`src/rtl/itr4_pkg.sv`:
```
// Types and butterfly function for the 4x4 inverse transform and reconstruction.
// No dependencies; used by all modules of the core.
package itr4_pkg;

   localparam int RoundShift = 6;

   typedef logic [63:0] coef_row_type;  // four signed 16-bit values, column 0 low
   typedef logic [31:0] pix_row_type;   // four bytes, column 0 low

   typedef struct packed {
      coef_row_type [3:0] coef;
      pix_row_type [3:0] pred;
   } blk_type;

   // 1-D core butterfly, all terms wrap at 16 bits
   function automatic coef_row_type butterfly(input coef_row_type a);
      logic signed [15:0] a0, a1, a2, a3;
      logic signed [15:0] s0, d0, s1, d1;
      logic signed [15:0] y0, y1, y2, y3;
      a0 = a[15:0];
      a1 = a[31:16];
      a2 = a[47:32];
      a3 = a[63:48];
      s0 = a0 + a2;
      d0 = a0 - a2;
      s1 = a1 + (a3 >>> 1);
      d1 = (a1 >>> 1) - a3;
      y0 = s0 + s1;
      y1 = d0 + d1;
      y2 = d0 - d1;
      y3 = s0 - s1;
      return {y3, y2, y1, y0};
   endfunction

endpackage

```
`src/rtl/itr4_row_pass.sv`:
```
// Horizontal transform stage: butterfly over each coefficient row, registered.
// Depends on itr4_pkg.
module itr4_row_pass import itr4_pkg::*; (
   input  logic    clock,
   input  logic    reset,
   input  logic    in_valid,
   input  blk_type in_blk,
   output logic    out_valid,
   output blk_type out_blk
);

   logic    valid_ff;
   blk_type blk_ff, blk_in;

   always_comb begin
      blk_in.pred = in_blk.pred;
      for (int r = 0; r < 4; r++) begin
         blk_in.coef[r] = butterfly(in_blk.coef[r]);
      end
   end

   always_ff @(posedge clock) begin
      if (reset) begin
         valid_ff <= 1'b0;
      end else begin
         valid_ff <= in_valid;
      end
      blk_ff <= blk_in;
   end

   assign out_valid = valid_ff;
   assign out_blk   = blk_ff;

endmodule

```
`src/rtl/itr4_col_pass.sv`:
```
// Vertical transform stage: butterfly over each column, registered.
// Depends on itr4_pkg.
module itr4_col_pass import itr4_pkg::*; (
   input  logic    clock,
   input  logic    reset,
   input  logic    in_valid,
   input  blk_type in_blk,
   output logic    out_valid,
   output blk_type out_blk
);

   logic         valid_ff;
   blk_type      blk_ff, blk_in;
   coef_row_type col_v [4];
   coef_row_type col_y [4];

   always_comb begin
      blk_in.pred = in_blk.pred;
      for (int c = 0; c < 4; c++) begin
         col_v[c] = {in_blk.coef[3][16*c +: 16], in_blk.coef[2][16*c +: 16],
                     in_blk.coef[1][16*c +: 16], in_blk.coef[0][16*c +: 16]};
         col_y[c] = butterfly(col_v[c]);
      end
      for (int r = 0; r < 4; r++) begin
         for (int c = 0; c < 4; c++) begin
            blk_in.coef[r][16*c +: 16] = col_y[c][16*r +: 16];
         end
      end
   end

   always_ff @(posedge clock) begin
      if (reset) begin
         valid_ff <= 1'b0;
      end else begin
         valid_ff <= in_valid;
      end
      blk_ff <= blk_in;
   end

   assign out_valid = valid_ff;
   assign out_blk   = blk_ff;

endmodule

```
`src/rtl/itr4_recon.sv`:
```
// Reconstruction stage: rounding shift, prediction add, clip to 0..255, registered.
// Depends on itr4_pkg.
module itr4_recon import itr4_pkg::*; (
   input  logic              clock,
   input  logic              reset,
   input  logic              in_valid,
   input  blk_type           in_blk,
   output logic              out_valid,
   output pix_row_type [3:0] out_pix
);

   localparam logic signed [16:0] RoundAdd = 17'sd1 <<< (RoundShift - 1);

   logic              valid_ff;
   pix_row_type [3:0] pix_ff, pix_in;
   logic signed [16:0] t, q, s;

   always_comb begin
      t = '0;
      q = '0;
      s = '0;
      for (int r = 0; r < 4; r++) begin
         for (int c = 0; c < 4; c++) begin
            t = {in_blk.coef[r][16*c + 15], in_blk.coef[r][16*c +: 16]} + RoundAdd;
            q = t >>> RoundShift;
            s = q + $signed({9'd0, in_blk.pred[r][8*c +: 8]});
            if (s < 0) begin
               pix_in[r][8*c +: 8] = 8'd0;
            end else if (s > 17'sd255) begin
               pix_in[r][8*c +: 8] = 8'd255;
            end else begin
               pix_in[r][8*c +: 8] = s[7:0];
            end
         end
      end
   end

   always_ff @(posedge clock) begin
      if (reset) begin
         valid_ff <= 1'b0;
      end else begin
         valid_ff <= in_valid;
      end
      pix_ff <= pix_in;
   end

   assign out_valid = valid_ff;
   assign out_pix   = pix_ff;

endmodule

```
`src/rtl/inverse_transform_reconstruct_4x4_core.sv`:
```
// 4x4 inverse integer transform with reconstruction, three register stages.
// A transaction taken on start passes the row, column and recon registers in turn before rsp_valid rises.
// Throughput: one transaction per cycle; busy stays low, the receiver cannot stall.
// Stages: row butterflies, column butterflies, round/add/clip.
// Reset (synchronous, active high) clears the stage valid bits only.
// Depends on itr4_pkg, itr4_row_pass, itr4_col_pass, itr4_recon.
module inverse_transform_reconstruct_4x4_core import itr4_pkg::*; (
   input  logic         clock,
   input  logic         reset,
   input  logic         start,
   output logic         busy,
   input  coef_row_type req_coef_row0,
   input  coef_row_type req_coef_row1,
   input  coef_row_type req_coef_row2,
   input  coef_row_type req_coef_row3,
   input  pix_row_type  req_pred_row0,
   input  pix_row_type  req_pred_row1,
   input  pix_row_type  req_pred_row2,
   input  pix_row_type  req_pred_row3,
   output logic         rsp_valid,
   output pix_row_type  rsp_recon_row0,
   output pix_row_type  rsp_recon_row1,
   output pix_row_type  rsp_recon_row2,
   output pix_row_type  rsp_recon_row3
);

   blk_type           in_blk, row_blk, col_blk;
   logic              in_valid, row_valid, col_valid;
   pix_row_type [3:0] recon;

   assign busy     = 1'b0;
   assign in_valid = start & ~busy;

   assign in_blk.coef = {req_coef_row3, req_coef_row2, req_coef_row1, req_coef_row0};
   assign in_blk.pred = {req_pred_row3, req_pred_row2, req_pred_row1, req_pred_row0};

   itr4_row_pass u_row (
      .clock     (clock),
      .reset     (reset),
      .in_valid  (in_valid),
      .in_blk    (in_blk),
      .out_valid (row_valid),
      .out_blk   (row_blk)
   );

   itr4_col_pass u_col (
      .clock     (clock),
      .reset     (reset),
      .in_valid  (row_valid),
      .in_blk    (row_blk),
      .out_valid (col_valid),
      .out_blk   (col_blk)
   );

   itr4_recon u_recon (
      .clock     (clock),
      .reset     (reset),
      .in_valid  (col_valid),
      .in_blk    (col_blk),
      .out_valid (rsp_valid),
      .out_pix   (recon)
   );

   assign rsp_recon_row0 = recon[0];
   assign rsp_recon_row1 = recon[1];
   assign rsp_recon_row2 = recon[2];
   assign rsp_recon_row3 = recon[3];

endmodule

```
`config.mk`:
```
export PLATFORM = sky130hd
export DESIGN_NAME = inverse_transform_reconstruct_4x4_core
export DESIGN_NICKNAME = d
export VERILOG_FILES = /design/src/rtl/itr4_pkg.sv /design/src/rtl/itr4_row_pass.sv /design/src/rtl/itr4_col_pass.sv /design/src/rtl/itr4_recon.sv /design/src/rtl/inverse_transform_reconstruct_4x4_core.sv
export SDC_FILE = /design/constraint.sdc
export NUM_CORES = 2
export LEC_CHECK = 0
export ABC_AREA = 1
export BUFFER_PORTS_ARGS = -buffer_cell sky130_fd_sc_hd__buf_2
export CAP_MARGIN = 20
export CELL_PAD_IN_SITES_DETAIL_PLACEMENT = 0
export CELL_PAD_IN_SITES_GLOBAL_PLACEMENT = 1
export CORE_AREA = 2 2 405 407
export CTS_BUF_LIST = sky130_fd_sc_hd__clkbuf_16
export CTS_CLUSTER_DIAMETER = 120
export DETAILED_ROUTE_END_ITERATION = 16
export DIE_AREA = 0 0 407 409
export GPL_TIMING_DRIVEN = 1
export PLACE_DENSITY = 0.92
export RECOVER_POWER = 100
export SYNTH_ARGS = -nofsm -noshare
export SYNTH_HDL_FRONTEND = slang
export SYNTH_SLANG_ARGS = --single-unit
```
`constraint.sdc`:
```
create_clock -name clock -period 5 [get_ports clock]
set_input_delay 1 -clock clock [delete_from_list [all_inputs] [get_ports clock]]
set_output_delay 1 -clock clock [all_outputs]
set_load 0.01 [all_outputs]
```
# [After elaboration in Yosys (flattened, before gate mapping)]
# Cells that the tools add are included.
[word_totals] regBits=899 latch_bits=0 ram_bits=0 romBits=0 in_bits=387 wordCells=179 memories=0
[op_classes] n_addsub=96 n_mul=0 div_mod_pow=0 magnitude_cmp=32 eq_ne=0 n_shift=0 mux=16 bitwise=0 reduce_logical=0
[ops] operator="$add 16x16->16" count=24
[ops] operator="$sub 16x16->16" count=24
[ops] operator="$add 16x7->17 const B" count=16
[ops] operator="$add 11x9->12" count=16
[ops] operator="$gt 12x9->1 const B" count=16
[ops] operator="$lt 12x1->1 const B" count=16
[ops] operator="$add 16x15->16" count=8
[ops] operator="$mux 8" count=16
[ops] operator="$sub 15x16->16" count=8

# [Depth between registers and ports, before layout]
[depth] depth_word=4 ltp_mapped=26

# [By module]
# A second synthesis with hierarchy kept.
[unflattened] hier_cells=11285 area_unflattened_um2=78856.9
[modules_own_cells] module="itr4_row_pass" n_inst=1 cells_per_inst=4588 area_each_um2=32459.9 seq_area_each_um2=7547.2
[modules_own_cells] module="itr4_col_pass" n_inst=1 cells_per_inst=4576 area_each_um2=32414.8 seq_area_each_um2=7547.2
[modules_own_cells] module="itr4_recon" n_inst=1 cells_per_inst=2119 area_each_um2=13970.9 seq_area_each_um2=2582.5
[modules_own_cells] module="inverse_transform_reconstruct_4x4_core" n_inst=1 cells_per_inst=2 area_each_um2=11.3 seq_area_each_um2=0.0

# [Least setup slack after synthesis]
# No wires, ideal clock.
[synth_timing] path_type="input port to flip-flop" from="input port req_coef_row0[17]" to="register u_row.blk_ff, in the netlist u_row.out_blk[159]" t_arrival_ns=3.802 t_required_ns=4.886 setup_slack_ns=1.085 path_stages=23 cell_sequence="inv_1 > ha_1 > inv_1 > fa_1 > nand3_1 > nand3_1 > nand2_1 > nand3_1 > nand2_1 > nand3_1 > o21ai_0 > o21bai_1 > xor2_1 > ha_1 > clkbuf_1 > inv_1 > nor3_1 > inv_1 > nor3_1 > nand2_1 > o211ai_1 > nand3b_1 > nand2_1"
[synth_lines] item="start: declaration" line="inverse_transform_reconstruct_4x4_core.sv:12" rtl="input coef_row_type req_coef_row0,"
[synth_lines] item="end signal: assignment" line="itr4_row_pass.sv:28" rtl="blk_ff <= blk_in;"
[synth_lines] item="end: declaration" line="itr4_row_pass.sv:13" rtl="blk_type blk_ff, blk_in;"

==> reports/metrics.yaml <==
slew_viol_final: 0
start_util_pct: 45.8
synthArstFlopShare_pct: 0
dr_total_vias: 69300
synth-edff-count: 0
grt_use_total_pct: 27.7
die_area_sq_um: 166000
synthMuxAreaShare_pct: 0
startpoint_type: "flip-flop"
num-fill-cells: 16500
synth_nets: 12200
min_from: "u_row.out_blk[95]"
regToRegStartpoint: "u_row.out_blk[304]"
antenna_left: 0
grt_pass1_vias: 65700
status: "completed"
ctsHoldBuffers: 0
yosysTopAreaCell: "dfxtp_1"
r2r_cells: 21
root_buffer: "clkbuf_16"
gp_congestion: 0.998
period_needed_ns: 4.36
path_max_fanout: 6
synth_compound_area_share_pct: 13.0
synth_top_family_by_area: "simple AND/OR/NAND/NOR gates"
final_cell_mix: "nand2_1 (2,128), inv_1 (2,021), ha_1 (1,101), a21oi_1 (880), xor2_1 (835)"
drc_errors: 0
die_w_um: 407
ys_ff_latch: 811
synthSimpleGateAreaFrac_pct: 21.9
crit_type: "flip-flop to flip-flop"
synth-xor-area-share_pct: 11.6
yosys.area_share.adder_pct: 20.3
synth_area_leaders: "dfxtp_1 (22%), ha_1 (19%), nand2_1 (11%)"
clk_latency_ns: 0.76
drt-vias-per-instance: 5.19
first_iter_violations: 5511
post_cts_resized: 0
grt_start_max_net_pins: 16
dpl.hpwl_um: 202000
path_clk_slew_ns: 0.07
dominantRegCellSynth: "dfxtp_1"
finalCritPeriodShare_pct: 87.1
numCtsBuffers: 97
gr-total-overflow: 0
hold_depth: 0
max_freq_ghz: 0.230
clock_path_buffers: 3
htree_levels: 3
synth_top_area_share_pct: 21.9
yosys_warnings: 0
skew_ns: 0.0369
end_kind: "flip-flop"
wl_per_cell_um: 17.8
portBuffers: 515
drive_gt1_share_pct: 5.61
io_pins: 517
finalWirelength_um: 237000
coreArea_sq_um: 162000
syn-instance-count: 10600
required_ns: 5.65
clock-sinks: 811
first_pass_iters: 6
rsz0062_at_grt: "false"
placementRows: 148
maxCapViolations: 0
reg2reg_to: "u_col.out_blk[382]"
min_to: "u_col.out_blk[95]"
setup_viol: 0
syn_avg_cell_area_sq_um: 6.98
hold_viol: 0
slew_headroom_pct: 24.1
worstMarginPinSlew_ns: 1.13
min_path_type: "flip-flop to flip-flop"
yosysSeqAreaShare_pct: 21.9
arrival_ns: 5.00
die_h_um: 409
ys_types: 59
tns_ns: 0
grt_pass1_wl_um: 365000
final_common_cell: "nand2_1"
r2r_setup_slack_ns: 0.64
cts_tree: "yes"
postCtsSetupRepairBufs: 0
nets: 12600
netlist_area_sq_um: 74300
antenna_found_initial: 25
syn2layout_area_growth_pct: 9.95
[synthesized netlist by cell type, types with 16 or more instances]
| library cell | count |
|---|---|
| fa_1 | 64 |
| buf_2 | 106 |
| a221oi_1 | 23 |
| clkbuf_1 | 64 |
| nor3_1 | 192 |
| o21ai_1 | 65 |
| o31ai_1 | 22 |
| nand3_1 | 751 |
| nor2_2 | 16 |
| a31oi_1 | 74 |
| ha_1 | 1101 |
| dfxtp_1 | 811 |
| xnor2_1 | 143 |
| inv_1 | 2005 |
| o21bai_1 | 101 |
| xor2_1 | 835 |
| nand2_1 | 2124 |
| o21ai_0 | 299 |
| nand2_2 | 22 |
| o21a_1 | 16 |
| nand4_1 | 106 |
| a211oi_1 | 18 |
| nor2_1 | 475 |
| a21boi_0 | 40 |
| nand3b_1 | 48 |
| a21o_1 | 58 |
| a21oi_1 | 880 |
[logic make-up (layout without fill, tap and decap cells)]
family                     Yosys count  after routing
xor gates and xnor gates           980            980
adders and majority gates         1165           1165
AOI/OAI and AO/OA                 1689           1689
other                                1             12
DFF                                811            811
and+or+nand+nor                   3797           3797
buffers and inverters             2202           2712
[through the flow]
step	instance area (sq um)	hold slack (ns)	setup WS [ns]	utilization, %	std cells
6_report	81700	0.316	0.644	50.4	13300
4_1_cts	81900	0.264	0.778	50.5	13300
3_5_place_dp	78700	0.312	0.503	48.6	13200
2_1_floorplan	74300	0.310	1.08	-	10600
3_3_place_gp	78700	0.310	0.461	48.6	13200
5_1_grt	81600	0.303	0.379	50.4	13300
[worst max path at each step]
stage	start	to	slack (ns)
after floorplan	req_coef_row0[17]	u_row.out_blk[159]	1.08
after global placement	req_coef_row1[17]	u_row.out_blk[221]	0.46
after detailed placement	req_coef_row0[17]	u_row.out_blk[173]	0.50
after CTS	u_row.out_blk[368]	u_col.out_blk[318]	0.78
after global routing	u_row.out_blk[304]	u_col.out_blk[382]	0.38
final	u_row.out_blk[304]	u_col.out_blk[382]	0.64
[registers in the layout, summed over array words and instances, names as in the netlist]
| name | count |
|---|---|
| u_col.out_valid | 1 |
| u_col.out_blk | 304 |
| u_row.out_blk | 376 |
| u_row.out_valid | 1 |
| u_recon.out_valid | 1 |
| u_recon.out_pix | 128 |
[per-layer routing]
metal / part of all wire (%) / vias to the layer above / GRT usage [%]
met1: 47 / 32000 / 38.9
met2: 43 / 2040 / 43.4
met3: 6.9 / 305 / 4.31
li1: - / 34900 / -
met4: 2.7 / 24 / 7.90
met5: 0.067 / - / 0
[critical path: stages (launching register included)]
cell      delay (ns)
dfxtp_1         0.36
ha_1            0.18
inv_1           0.14
fa_1            0.44
nor2_1          0.13
o21ai_0         0.13
nand2_1         0.12
nand2_1         0.08
nand3_1         0.10
nand2_1         0.08
o21ai_0         0.30
nand2_1         0.09
nand2_1         0.08
xor2_1          0.33
ha_1            0.36
inv_1           0.18
a21oi_1         0.16
a21boi_0        0.28
nand3_1         0.19
a21oi_1         0.27
o21bai_1        0.11
xor2_1          0.16
[area by class of cell]
cell class	instances	area (sq um)	share of cell area [%]
well taps	2175	2720	3.33
repair buffers	523	2440	2.99
clock inverters	76	723	0.886
flip-flops and latches	811	16200	19.9
diodes	11	27.5	0.0337
multi-input cells	7632	49500	60.6
inverters	2016	7570	9.27
clock buffers	97	2430	2.97
Power is not shown: default switching activity piles up to over one toggle a cycle in this logic, so the estimate is an artifact.
